--- src/rtl/bqc_pkg.sv ---
// Shared types, constants and register map of the two-section biquad high-pass filter.
// No dependencies; every other file refers to this package by scoped names.
package bqc_pkg;

  localparam int SECTIONS  = 2;
  localparam int SEC_W     = (SECTIONS > 1) ? $clog2(SECTIONS) : 1;

  localparam int SAMPLE_W  = 16;
  localparam int COEF_W    = 32;
  localparam int WORD_W    = 40;
  localparam int QSHIFT    = 30;

  // multiplier digit slicing of the delay word
  localparam int DIG_W     = 8;
  localparam int NDIG      = WORD_W / DIG_W;
  localparam int DCNT_W    = (NDIG > 1) ? $clog2(NDIG) : 1;
  localparam int ACC_W     = COEF_W + DIG_W + 2;
  localparam int PROD_W    = COEF_W + WORD_W - QSHIFT;
  localparam int SUM_W     = PROD_W + 2;

  localparam int NUM_REGS  = 3 + 2 * SECTIONS;
  localparam int CFG_IDX_W = $clog2(NUM_REGS);

  localparam int REG_B0     = 0;
  localparam int REG_B1     = 1;
  localparam int REG_B2     = 2;
  localparam int REG_A_BASE = 3;

  localparam logic [COEF_W-1:0] RST_B0 = 32'h4000_0000;  //  1.0
  localparam logic [COEF_W-1:0] RST_B1 = 32'h8000_0000;  // -2.0
  localparam logic [COEF_W-1:0] RST_B2 = 32'h4000_0000;  //  1.0
  localparam logic [COEF_W-1:0] RST_A1 = 32'h8001_A371;  // -1.9999
  localparam logic [COEF_W-1:0] RST_A2 = 32'h3FFE_5C8F;  //  0.9999

  localparam logic signed [WORD_W-1:0]   W_MAX = {1'b0, {(WORD_W-1){1'b1}}};
  localparam logic signed [WORD_W-1:0]   W_MIN = {1'b1, {(WORD_W-1){1'b0}}};
  localparam logic signed [SAMPLE_W-1:0] S_MAX = {1'b0, {(SAMPLE_W-1){1'b1}}};
  localparam logic signed [SAMPLE_W-1:0] S_MIN = {1'b1, {(SAMPLE_W-1){1'b0}}};

  typedef struct packed {
    logic [COEF_W-1:0]                b0;
    logic [COEF_W-1:0]                b1;
    logic [COEF_W-1:0]                b2;
    logic [SECTIONS-1:0][COEF_W-1:0]  a1;
    logic [SECTIONS-1:0][COEF_W-1:0]  a2;
  } coef_t;

  typedef enum logic [2:0] {
    OP_A1W1,
    OP_A2W2,
    OP_B0W0,
    OP_B1W1,
    OP_B2W2
  } op_t;

  typedef enum logic [2:0] {
    ST_IDLE,
    ST_ISSUE,
    ST_MUL,
    ST_W0,
    ST_Y,
    ST_FIN
  } st_t;

endpackage

--- src/rtl/bqc_if.sv ---
// Valid/ready channel interfaces for the filter's sample input and result output.
// Depends on bqc_pkg for field widths.
interface bqc_in_if;
  logic                                  valid;
  logic                                  ready;
  logic signed [bqc_pkg::SAMPLE_W-1:0]   sample_in;
  logic                                  last_in_block;

  modport source (output valid, output sample_in, output last_in_block, input ready);
  modport sink   (input valid, input sample_in, input last_in_block, output ready);
endinterface

interface bqc_out_if;
  logic                                  valid;
  logic                                  ready;
  logic signed [bqc_pkg::SAMPLE_W-1:0]   sample_out;
  logic                                  last_in_block_res;
  logic                                  clipped;

  modport source (output valid, output sample_out, output last_in_block_res,
                  output clipped, input ready);
  modport sink   (input valid, input sample_out, input last_in_block_res,
                  input clipped, output ready);
endinterface

--- src/rtl/bqc_cfg.sv ---
// Coefficient register file: shared numerator and per-section feedback terms.
// Depends on bqc_pkg for the register map and reset values.
module bqc_cfg (
  input  logic                           clk,
  input  logic                           rst_n,
  input  logic                           we,
  input  logic [bqc_pkg::CFG_IDX_W-1:0]  idx,
  input  logic [bqc_pkg::COEF_W-1:0]     data,
  output bqc_pkg::coef_t                 coefs
);

  bqc_pkg::coef_t coef_r;

  always_ff @(posedge clk) begin
    if (!rst_n) begin
      coef_r.b0 <= bqc_pkg::RST_B0;
      coef_r.b1 <= bqc_pkg::RST_B1;
      coef_r.b2 <= bqc_pkg::RST_B2;
      for (int s = 0; s < bqc_pkg::SECTIONS; s++) begin
        coef_r.a1[s] <= bqc_pkg::RST_A1;
        coef_r.a2[s] <= bqc_pkg::RST_A2;
      end
    end else if (we) begin
      if (idx == bqc_pkg::CFG_IDX_W'(bqc_pkg::REG_B0)) coef_r.b0 <= data;
      if (idx == bqc_pkg::CFG_IDX_W'(bqc_pkg::REG_B1)) coef_r.b1 <= data;
      if (idx == bqc_pkg::CFG_IDX_W'(bqc_pkg::REG_B2)) coef_r.b2 <= data;
      for (int s = 0; s < bqc_pkg::SECTIONS; s++) begin
        if (idx == bqc_pkg::CFG_IDX_W'(bqc_pkg::REG_A_BASE + 2 * s))
          coef_r.a1[s] <= data;
        if (idx == bqc_pkg::CFG_IDX_W'(bqc_pkg::REG_A_BASE + 2 * s + 1))
          coef_r.a2[s] <= data;
      end
    end
  end

  assign coefs = coef_r;

endmodule

--- src/rtl/bqc_dmul.sv ---
// Digit-serial coefficient x delay-word multiplier with round-half-up to Q.15.
// Consumes the 40-bit word 8 bits per cycle, LSB digit first; depends on bqc_pkg.
module bqc_dmul (
  input  logic                                 clk,
  input  logic                                 rst_n,
  input  logic                                 start,
  input  logic signed [bqc_pkg::COEF_W-1:0]    coef,
  input  logic        [bqc_pkg::WORD_W-1:0]    word,
  output logic                                 done,
  output logic signed [bqc_pkg::PROD_W-1:0]    prod
);

  localparam int ACC_W = bqc_pkg::ACC_W;
  localparam int DIG_W = bqc_pkg::DIG_W;
  localparam int PP_W  = bqc_pkg::COEF_W + DIG_W + 1;
  localparam int HI_W  = bqc_pkg::PROD_W - (bqc_pkg::WORD_W - bqc_pkg::QSHIFT);
  localparam logic signed [ACC_W-1:0] RND = ACC_W'(1) << (bqc_pkg::QSHIFT - 1);

  logic [bqc_pkg::WORD_W-1:0]      w_sr_r;
  logic [bqc_pkg::WORD_W-1:0]      low_r;
  logic signed [ACC_W-1:0]         acc_r;
  logic [bqc_pkg::DCNT_W-1:0]      dcnt_r;
  logic                            busy_r;
  logic                            done_r;

  logic                            active;
  logic                            last;
  logic [bqc_pkg::DCNT_W-1:0]      cur_idx;
  logic [bqc_pkg::WORD_W-1:0]      w_cur;
  logic [DIG_W-1:0]                digit;
  logic signed [DIG_W:0]           dig_s;
  logic signed [PP_W-1:0]          pp;
  logic signed [ACC_W-1:0]         acc_in;
  logic signed [ACC_W-1:0]         sum;

  always_comb begin
    active  = start || busy_r;
    cur_idx = start ? '0 : dcnt_r;
    last    = (cur_idx == bqc_pkg::DCNT_W'(bqc_pkg::NDIG - 1));
    w_cur   = start ? word : w_sr_r;
    digit   = w_cur[DIG_W-1:0];
    // only the top digit carries the word's sign
    dig_s   = last ? {digit[DIG_W-1], digit} : {1'b0, digit};
    pp      = PP_W'(coef) * PP_W'(dig_s);
    acc_in  = start ? RND : acc_r;
    sum     = acc_in + ACC_W'(pp);
  end

  always_ff @(posedge clk) begin
    if (!rst_n) begin
      busy_r <= 1'b0;
      done_r <= 1'b0;
      dcnt_r <= '0;
    end else begin
      done_r <= active && last;
      busy_r <= active && !last;
      dcnt_r <= (active && !last) ? cur_idx + 1'b1 : '0;
    end
  end

  always_ff @(posedge clk) begin
    if (active) begin
      w_sr_r <= w_cur >> DIG_W;
      acc_r  <= sum >>> DIG_W;
      low_r  <= {sum[DIG_W-1:0], low_r[bqc_pkg::WORD_W-1:DIG_W]};
    end
  end

  assign done = done_r;
  assign prod = {acc_r[HI_W-1:0], low_r[bqc_pkg::WORD_W-1:bqc_pkg::QSHIFT]};

endmodule

--- src/rtl/biquad_cascade_highpass_top.sv ---
// Top level of the two-section Direct Form II biquad high-pass filter.
// Depends on bqc_pkg, bqc_if, bqc_cfg and bqc_dmul.
//
// One Q1.15 sample in, one saturated Q1.15 sample out. Each sample costs ten
// coefficient x delay-word products, all run on one shared 32x8 digit-serial
// multiplier, plus per section a state for delay saturation (ST_W0) and one for
// the delay update (ST_Y), and a final state (ST_FIN) that hands the result to
// the output register. The next sample is taken the cycle after the result is
// handed to the output register. Samples are processed one at a time; a
// finished result waits in the output register while the next sample is
// accepted. The user must write coefficients through cfg_we/cfg_idx/cfg_data
// only while no sample is in flight; the block itself does not enforce it.
// Reset clears the delay words and loads the default high-pass coefficients.
module biquad_cascade_highpass_top (
  input  logic                           clk,
  input  logic                           rst_n,
  bqc_in_if.sink                         in_ch,
  bqc_out_if.source                      out_ch,
  input  logic                           cfg_we,
  input  logic [bqc_pkg::CFG_IDX_W-1:0]  cfg_idx,
  input  logic [bqc_pkg::COEF_W-1:0]     cfg_data
);

  localparam int SUM_W  = bqc_pkg::SUM_W;
  localparam int WORD_W = bqc_pkg::WORD_W;
  localparam int SMP_W  = bqc_pkg::SAMPLE_W;
  localparam int SEC_W  = bqc_pkg::SEC_W;

  bqc_pkg::coef_t                 coefs;
  bqc_pkg::st_t                   st_r, st_nxt;
  bqc_pkg::op_t                   op_r;
  logic [SEC_W-1:0]               sec_r;
  logic signed [SUM_W-1:0]        sum_r;
  logic signed [WORD_W-1:0]       w0_r;
  logic signed [WORD_W-1:0]       w1_r [bqc_pkg::SECTIONS];
  logic signed [WORD_W-1:0]       w2_r [bqc_pkg::SECTIONS];
  logic                           last_r;
  logic                           clip_r;
  logic signed [SMP_W-1:0]        res_r;
  logic                           out_valid_r;
  logic signed [SMP_W-1:0]        out_sample_r;
  logic                           out_last_r;
  logic                           out_clip_r;

  logic                           in_acc;
  logic                           out_load;
  logic                           mul_start;
  logic                           mul_done;
  logic signed [bqc_pkg::COEF_W-1:0] mul_coef;
  logic [WORD_W-1:0]              mul_word;
  logic signed [bqc_pkg::PROD_W-1:0] mul_prod;
  logic signed [SUM_W-1:0]        sum_acc;
  logic                           ovf_w;
  logic                           ovf_s;
  logic signed [WORD_W-1:0]       sat_w;
  logic signed [SMP_W-1:0]        sat_s;
  logic                           last_sec;

  bqc_cfg u_cfg (
    .clk   (clk),
    .rst_n (rst_n),
    .we    (cfg_we),
    .idx   (cfg_idx),
    .data  (cfg_data),
    .coefs (coefs)
  );

  bqc_dmul u_mul (
    .clk   (clk),
    .rst_n (rst_n),
    .start (mul_start),
    .coef  (mul_coef),
    .word  (mul_word),
    .done  (mul_done),
    .prod  (mul_prod)
  );

  assign in_acc    = in_ch.valid && (st_r == bqc_pkg::ST_IDLE);
  assign mul_start = (st_r == bqc_pkg::ST_ISSUE);
  assign last_sec  = (sec_r == SEC_W'(bqc_pkg::SECTIONS - 1));
  assign out_load  = (st_r == bqc_pkg::ST_FIN) && (!out_valid_r || out_ch.ready);

  // operand select for the current product
  always_comb begin
    case (op_r)
      bqc_pkg::OP_A1W1: begin
        mul_coef = $signed(coefs.a1[sec_r]);
        mul_word = w1_r[sec_r];
      end
      bqc_pkg::OP_A2W2: begin
        mul_coef = $signed(coefs.a2[sec_r]);
        mul_word = w2_r[sec_r];
      end
      bqc_pkg::OP_B1W1: begin
        mul_coef = $signed(coefs.b1);
        mul_word = w1_r[sec_r];
      end
      bqc_pkg::OP_B2W2: begin
        mul_coef = $signed(coefs.b2);
        mul_word = w2_r[sec_r];
      end
      default: begin
        mul_coef = $signed(coefs.b0);
        mul_word = w0_r;
      end
    endcase
  end

  always_comb begin
    if (op_r == bqc_pkg::OP_A1W1 || op_r == bqc_pkg::OP_A2W2)
      sum_acc = sum_r - SUM_W'(mul_prod);
    else
      sum_acc = sum_r + SUM_W'(mul_prod);
    ovf_w = !((&sum_r[SUM_W-1:WORD_W-1]) || !(|sum_r[SUM_W-1:WORD_W-1]));
    ovf_s = !((&sum_r[SUM_W-1:SMP_W-1]) || !(|sum_r[SUM_W-1:SMP_W-1]));
    sat_w = ovf_w ? (sum_r[SUM_W-1] ? bqc_pkg::W_MIN : bqc_pkg::W_MAX) : sum_r[WORD_W-1:0];
    sat_s = ovf_s ? (sum_r[SUM_W-1] ? bqc_pkg::S_MIN : bqc_pkg::S_MAX) : sum_r[SMP_W-1:0];
  end

  always_ff @(posedge clk) begin
    if (!rst_n) begin
      st_r <= bqc_pkg::ST_IDLE;
    end else begin
      st_r <= st_nxt;
    end
  end

  always_comb begin
    st_nxt = st_r;
    case (st_r)
      bqc_pkg::ST_IDLE:  if (in_acc) st_nxt = bqc_pkg::ST_ISSUE;
      bqc_pkg::ST_ISSUE: st_nxt = bqc_pkg::ST_MUL;
      bqc_pkg::ST_MUL: begin
        if (mul_done) begin
          if (op_r == bqc_pkg::OP_A2W2)      st_nxt = bqc_pkg::ST_W0;
          else if (op_r == bqc_pkg::OP_B2W2) st_nxt = bqc_pkg::ST_Y;
          else                               st_nxt = bqc_pkg::ST_ISSUE;
        end
      end
      bqc_pkg::ST_W0:    st_nxt = bqc_pkg::ST_ISSUE;
      bqc_pkg::ST_Y:     st_nxt = last_sec ? bqc_pkg::ST_FIN : bqc_pkg::ST_ISSUE;
      bqc_pkg::ST_FIN:   if (out_load) st_nxt = bqc_pkg::ST_IDLE;
      default:           st_nxt = bqc_pkg::ST_IDLE;
    endcase
  end

  // sequencer datapath
  always_ff @(posedge clk) begin
    case (st_r)
      bqc_pkg::ST_IDLE: begin
        if (in_acc) begin
          sum_r  <= SUM_W'(in_ch.sample_in);
          last_r <= in_ch.last_in_block;
          clip_r <= 1'b0;
          sec_r  <= '0;
          op_r   <= bqc_pkg::OP_A1W1;
        end
      end
      bqc_pkg::ST_MUL: begin
        if (mul_done) begin
          sum_r <= sum_acc;
          case (op_r)
            bqc_pkg::OP_A1W1: op_r <= bqc_pkg::OP_A2W2;
            bqc_pkg::OP_B0W0: op_r <= bqc_pkg::OP_B1W1;
            bqc_pkg::OP_B1W1: op_r <= bqc_pkg::OP_B2W2;
            default:          op_r <= op_r;
          endcase
        end
      end
      bqc_pkg::ST_W0: begin
        w0_r   <= sat_w;
        clip_r <= clip_r | ovf_w;
        sum_r  <= '0;
        op_r   <= bqc_pkg::OP_B0W0;
      end
      bqc_pkg::ST_Y: begin
        if (last_sec) begin
          res_r  <= sat_s;
          clip_r <= clip_r | ovf_s;
        end else begin
          // section output becomes the next section's input
          sum_r  <= SUM_W'(sat_w);
          clip_r <= clip_r | ovf_w;
          sec_r  <= sec_r + 1'b1;
          op_r   <= bqc_pkg::OP_A1W1;
        end
      end
      default: begin
      end
    endcase
  end

  // delay line
  always_ff @(posedge clk) begin
    if (!rst_n) begin
      for (int s = 0; s < bqc_pkg::SECTIONS; s++) begin
        w1_r[s] <= '0;
        w2_r[s] <= '0;
      end
    end else if (st_r == bqc_pkg::ST_Y) begin
      w2_r[sec_r] <= w1_r[sec_r];
      w1_r[sec_r] <= w0_r;
    end
  end

  // output register
  always_ff @(posedge clk) begin
    if (!rst_n) begin
      out_valid_r <= 1'b0;
    end else if (out_load) begin
      out_valid_r <= 1'b1;
    end else if (out_ch.ready) begin
      out_valid_r <= 1'b0;
    end
  end

  always_ff @(posedge clk) begin
    if (out_load) begin
      out_sample_r <= res_r;
      out_last_r   <= last_r;
      out_clip_r   <= clip_r;
    end
  end

  assign in_ch.ready              = (st_r == bqc_pkg::ST_IDLE);
  assign out_ch.valid             = out_valid_r;
  assign out_ch.sample_out        = out_sample_r;
  assign out_ch.last_in_block_res = out_last_r;
  assign out_ch.clipped           = out_clip_r;

endmodule

--- src/flat_wrapper.sv ---
// flat-port wrapper written by rule: the top's interface ports become plain ports
module biquad_cascade_highpass_top_flat 
  (clk, rst_n, cfg_we, cfg_idx, cfg_data, in_ch_valid, in_ch_sample_in, in_ch_last_in_block, in_ch_ready, out_ch_valid, out_ch_sample_out, out_ch_last_in_block_res, out_ch_clipped, out_ch_ready);
  bqc_in_if in_ch_i ();
  bqc_out_if out_ch_i ();
  input  logic clk;
  input  logic rst_n;
  input  logic cfg_we;
  input  logic [bqc_pkg::CFG_IDX_W-1:0] cfg_idx;
  input  logic [bqc_pkg::COEF_W-1:0] cfg_data;
  input wire logic [$bits(in_ch_i.valid)-1:0] in_ch_valid;
  input wire logic [$bits(in_ch_i.sample_in)-1:0] in_ch_sample_in;
  input wire logic [$bits(in_ch_i.last_in_block)-1:0] in_ch_last_in_block;
  output wire logic [$bits(in_ch_i.ready)-1:0] in_ch_ready;
  output wire logic [$bits(out_ch_i.valid)-1:0] out_ch_valid;
  output wire logic [$bits(out_ch_i.sample_out)-1:0] out_ch_sample_out;
  output wire logic [$bits(out_ch_i.last_in_block_res)-1:0] out_ch_last_in_block_res;
  output wire logic [$bits(out_ch_i.clipped)-1:0] out_ch_clipped;
  input wire logic [$bits(out_ch_i.ready)-1:0] out_ch_ready;
  assign in_ch_i.valid = in_ch_valid;
  assign in_ch_i.sample_in = in_ch_sample_in;
  assign in_ch_i.last_in_block = in_ch_last_in_block;
  assign in_ch_ready = in_ch_i.ready;
  assign out_ch_valid = out_ch_i.valid;
  assign out_ch_sample_out = out_ch_i.sample_out;
  assign out_ch_last_in_block_res = out_ch_i.last_in_block_res;
  assign out_ch_clipped = out_ch_i.clipped;
  assign out_ch_i.ready = out_ch_ready;
  biquad_cascade_highpass_top u_core (.clk(clk), .rst_n(rst_n), .in_ch(in_ch_i), .out_ch(out_ch_i), .cfg_we(cfg_we), .cfg_idx(cfg_idx), .cfg_data(cfg_data));
endmodule
--- config.mk ---
export PLATFORM = sky130hd
export DESIGN_NAME = biquad_cascade_highpass_top_flat
export DESIGN_NICKNAME = d
export VERILOG_FILES = /design/src/rtl/bqc_pkg.sv /design/src/rtl/bqc_if.sv /design/src/rtl/bqc_cfg.sv /design/src/rtl/bqc_dmul.sv /design/src/rtl/biquad_cascade_highpass_top.sv /design/src/flat_wrapper.sv
export SDC_FILE = /design/constraint.sdc
export NUM_CORES = 2
export LEC_CHECK = 0
export ABC_CLOCK_PERIOD_IN_PS = 16200
export BUFFER_PORTS_ARGS = -buffer_cell sky130_fd_sc_hd__buf_2
export CORE_MARGIN = 10
export CORE_UTILIZATION = 44
export CTS_CLUSTER_DIAMETER = 200
export DETAILED_ROUTE_END_ITERATION = 10
export SYNTH_ARGS = -nofsm -noshare
export SYNTH_HDL_FRONTEND = slang
export SYNTH_SLANG_ARGS = --single-unit
--- constraint.sdc ---
create_clock -name clk -period 16.2 [get_ports clk]
set_clock_uncertainty 0.05 [all_clocks]
set_input_delay 0 -clock clk [delete_from_list [all_inputs] [get_ports clk]]
set_output_delay 0 -clock clk [all_outputs]
set_load 0.03 [all_outputs]
==> impl_results.md <==
- Status: finished, final reports clean
- Vias in the first global route: between 20000 and 30000
- FF+latch count, synth: 594
- CTS Buf Count: 68
- Final worst path period share: 0.5644
- Bufs on Longest Clock Path: 3
- CP endpoint kind: register
- Area Overhead vs Synth: 10.42%
- Largest net degree at the start of global routing: 133
- DP HPWL: 75690 um
- CP Max Fanout: 53
- Core Region: between 0.08 and 0.09 mm^2
- Routed Antenna Nets: 0
- Unique masters post-synth: 87
- Die Wd: 319.1 um
- Port Buffer Count: 76
- Clock Sinks: slightly below 600
- Synth warnings: 0
- WS Path Type: register to register
- Leading post-synthesis cells by cell area: edfxtp_1, fa_1, dfxtp_1, nand2_1, ha_1
- Yosys top cell area share: 0.2747
- Fmax: 0.1094 GHz
- Relative slew margins: 0.1780
- Mapped Area: 0.03935 mm^2
- Async set-reset flop share out of synthesis: 0
- Synth Flop Type: edfxtp_1
- Cell accounting for the most synthesized area: edfxtp_1
- DR WL/cell: 19.95 um
- RSZ-0062 raised after global routing: no
- Diode count: 0
- Clk slew on worst S/H paths: about 60 ps
- Ratio of cells with drive above 1 in the final layout: 0.07354
- Final Util: 0.4909
- Post-Place Setup Slack: between 7000 and 8000 ps
- Type of origin of the critical path: register
- CP most frequent cell: fa_1
- Drt via density: approximately 5.5
- Largest stage delay on the critical path: 940 ps
- MaxCap Viol Count: 0
- Design area: roughly 0.043 mm^2
- Critical Path, Cell by Cell: buf_4 -> a21o_1 -> buf_4 -> a21oi_1 -> a21oi_2 -> nand2_1 -> fa_1 -> inv_1 -> fa_1 -> fa_1 -> fa_1 -> inv_1 -> fa_1 -> inv_1 -> ha_1 -> a21oi_1 -> o211ai_1 -> a221oi_1 -> a311oi_1 -> o211ai_1 -> nand2b_1 -> a311oi_1 -> xnor2_1
- Critical path's slowest cell: a21oi_2
- Placed cell areas: 0.04074 mm^2
- Slew Limit Fails: 0
- Post-CTS sizing: 0
- Number of failing hold endpoints at the final stage: 0
- Final Critical Period: just over 9000 ps
- Final setup fails: 0
- Critical path arrival: roughly 9500 ps
- Initial Utilization: 0.4446
- Hold Path Class: primary input to register
- Worst-Skew Late Latency: between 600 and 700 ps
- Rows: 109
- Actual slew at the worst max-slew pin: 1233 ps
- Remaining DRCs: 0
- Placer congestion estimate: 0.8815
- Setup TNS: 0 ps
- Clk root buf: clkbuf_16
- CTS tree: done
- Die area: between 0.1 and 0.15 mm^2
- Avg Cell Area, Syn: 9.508 um^2
- Die Height: about 320 um
- Initial DRC count: 2424
- Total gr overflow: 0
- Max H-tree Level: 3
- Number of top-level pins: 77
- Post-synth EDFFs: 360
- Layout Nets: 4621
- Final WS setup: ~7000 ps
- Vias: 29460
- Total GRT Usage: 0.2084
- Seq/Total Area, Yosys: 0.3937
- Initial antenna violation count: 1
- Synthesized Nets: ~4600
- Drt total wl: 107100 um
- DR pass1 iterations: 7
- First-pass GRT wire length: 170300 um
- CP required: 16500 ps
- Cells after Synth: 4139
## layout by cell type, fill, tap and decap left out, types with 11 or more instances in the layout
cell type / synthesis / final
nor2_1: 345 / 339
mux4_2: 26 / 26
ha_1: 140 / 140
a21boi_0: 157 / 157
dfxtp_1: 234 / 233
edfxtp_1: 360 / 360
clkbuf_16: 0 / 68
xor2_1: 47 / 47
nand2_1: 726 / 724
fa_1: 272 / 272
nand3_1: 92 / 86
o21ai_0: 121 / 121
o21bai_1: 14 / 14
a21oi_1: 204 / 198
a21o_1: 79 / 79
o22ai_1: 67 / 67
mux2i_1: 93 / 93
nand4_1: 26 / 26
xnor2_1: 75 / 75
a221o_1: 13 / 13
and3_1: 20 / 17
o21a_1: 11 / 11
buf_4: 1 / 43
o21ai_1: 25 / 22
buf_2: 19 / 75
clkbuf_1: 195 / 16
nor2b_1: 29 / 29
nand2b_1: 32 / 30
dlygate4sd3_1: 0 / 55
and2_1: 126 / 126
inv_1: 371 / 371
nor3_1: 65 / 63
## registers in the layout (all words and copies together) (netlist names), 3 cells and up, named ones only
| signal | flops |
|---|---|
| u_core.u_mul.w_sr_r | 32 |
| u_core.w1_r | 80 |
| u_core.u_mul.dcnt_r | 3 |
| u_core.op_r | 3 |
| u_core.u_mul.low_r | 10 |
| u_core.u_mul.acc_r | 34 |
| u_core.w0_r | 40 |
| u_core.res_r | 16 |
| u_core.sum_r | 44 |
| u_core.out_ch.sample_out | 16 |
| u_core.st_r | 3 |
| u_core.u_cfg.coefs | 224 |
| u_core.w2_r | 80 |
## cell type report
class / count / area, um^2
Fill cell: 8210 / 45060
Multi-Input combinational cell: 2942 / 21680
Sequential cell: 594 / 15500
Clock buffer: 95 / 1907
Tap cell: 1165 / 1458
Inverter: 372 / 1396
Timing Repair Buffer: 174 / 1260
Clock inverter: 25 / 254.0
## cell usage after synthesis, types with 7 or more instances
library cell / n
inv_1: 371
nand4_1: 26
o22ai_1: 67
o21ai_0: 121
o31ai_1: 8
mux2i_1: 93
nor2b_1: 29
a21boi_0: 157
dfxtp_1: 234
buf_1: 12
a221o_1: 13
fa_1: 272
nor2_1: 345
xnor2_1: 75
nand2b_1: 32
o21bai_1: 14
ha_1: 140
and3_1: 20
nand2_1: 726
xor2_1: 47
nor3_1: 65
o211ai_1: 9
and2_1: 126
o21ai_1: 25
a31oi_1: 10
a21o_1: 79
edfxtp_1: 360
clkbuf_1: 195
buf_2: 19
a211oi_1: 8
a21oi_1: 204
nor4_1: 9
nand3_1: 92
a221oi_1: 7
o21a_1: 11
mux4_2: 26
## cells by family (layout without fill, tap and decap cells)
group | count (synthesis) | count (layout) | synth area share
adder cells (fa/ha/maj) | 412 | 412 | 0.1829
multiplexers | 126 | 126 | 0.04082
buffers and inverters | 603 | 666 | 0.05949
AND/OR/NAND/NOR | 1499 | 1499 | 0.1673
flip-flops | 594 | 594 | 0.3937
AO/OA/AOI/OAI | 783 | 783 | 0.1286
XOR/XNOR | 122 | 122 | 0.02715
## per-stage QoR
step	instances	hold slack, ps
2_1_floorplan	4139	48.87
6_report	5367	74.57
4_1_cts	5367	25.79
3_5_place_dp	5192	128.7
5_1_grt	5367	73.68
3_3_place_gp	5192	127.4
## critical path, delay by kind of cell, from the launching register on
| kind | cells | cell delay (ps) |
|---|---|---|
| compound gates | 9 | 3400 |
| fa+ha+maj | 6 | 2890 |
| buf+inv | 5 | 1150 |
| flops | 1 | 920 |
| simple gates | 2 | 310 |
| xor+xnor | 1 | 110 |
## path summary, 6_finish.rpt
kind / from / to / slack [ps] / cells past startpoint
worst max-delay path: u_core.op_r[2] / u_core.u_mul.acc_r[33] / 7060 / 23
worst min-delay path: in_ch_last_in_block / u_core.last_r / 70 / 2
worst max register to register: u_core.op_r[2] / u_core.u_mul.acc_r[33] / 7060 / 23
worst min register to register: u_core.res_r[7] / u_core.out_ch.sample_out[7] / 350 / 0
## repair_timing
action,4_1_cts,5_1_grt
endpoints found under the hold margin,249,0
hold buffers,55,0
buffers inserted,0,0
## layer usage
| metal | up-vias | wire length [um] | track usage |
|---|---|---|---|
| li1 | 14000 | - | - |
| met1 | 14530 | 46760 | 0.2776 |
| met2 | 770 | 52190 | 0.3568 |
| met3 | 152 | 5225 | 0.02280 |
| met4 | 2 | 2875 | 0.05848 |
| met5 | - | 13 | 0 |
Power is left out: the tool's default activity adds up to more than one toggle a clock period on the data nets, which glitch-free logic cannot reach.
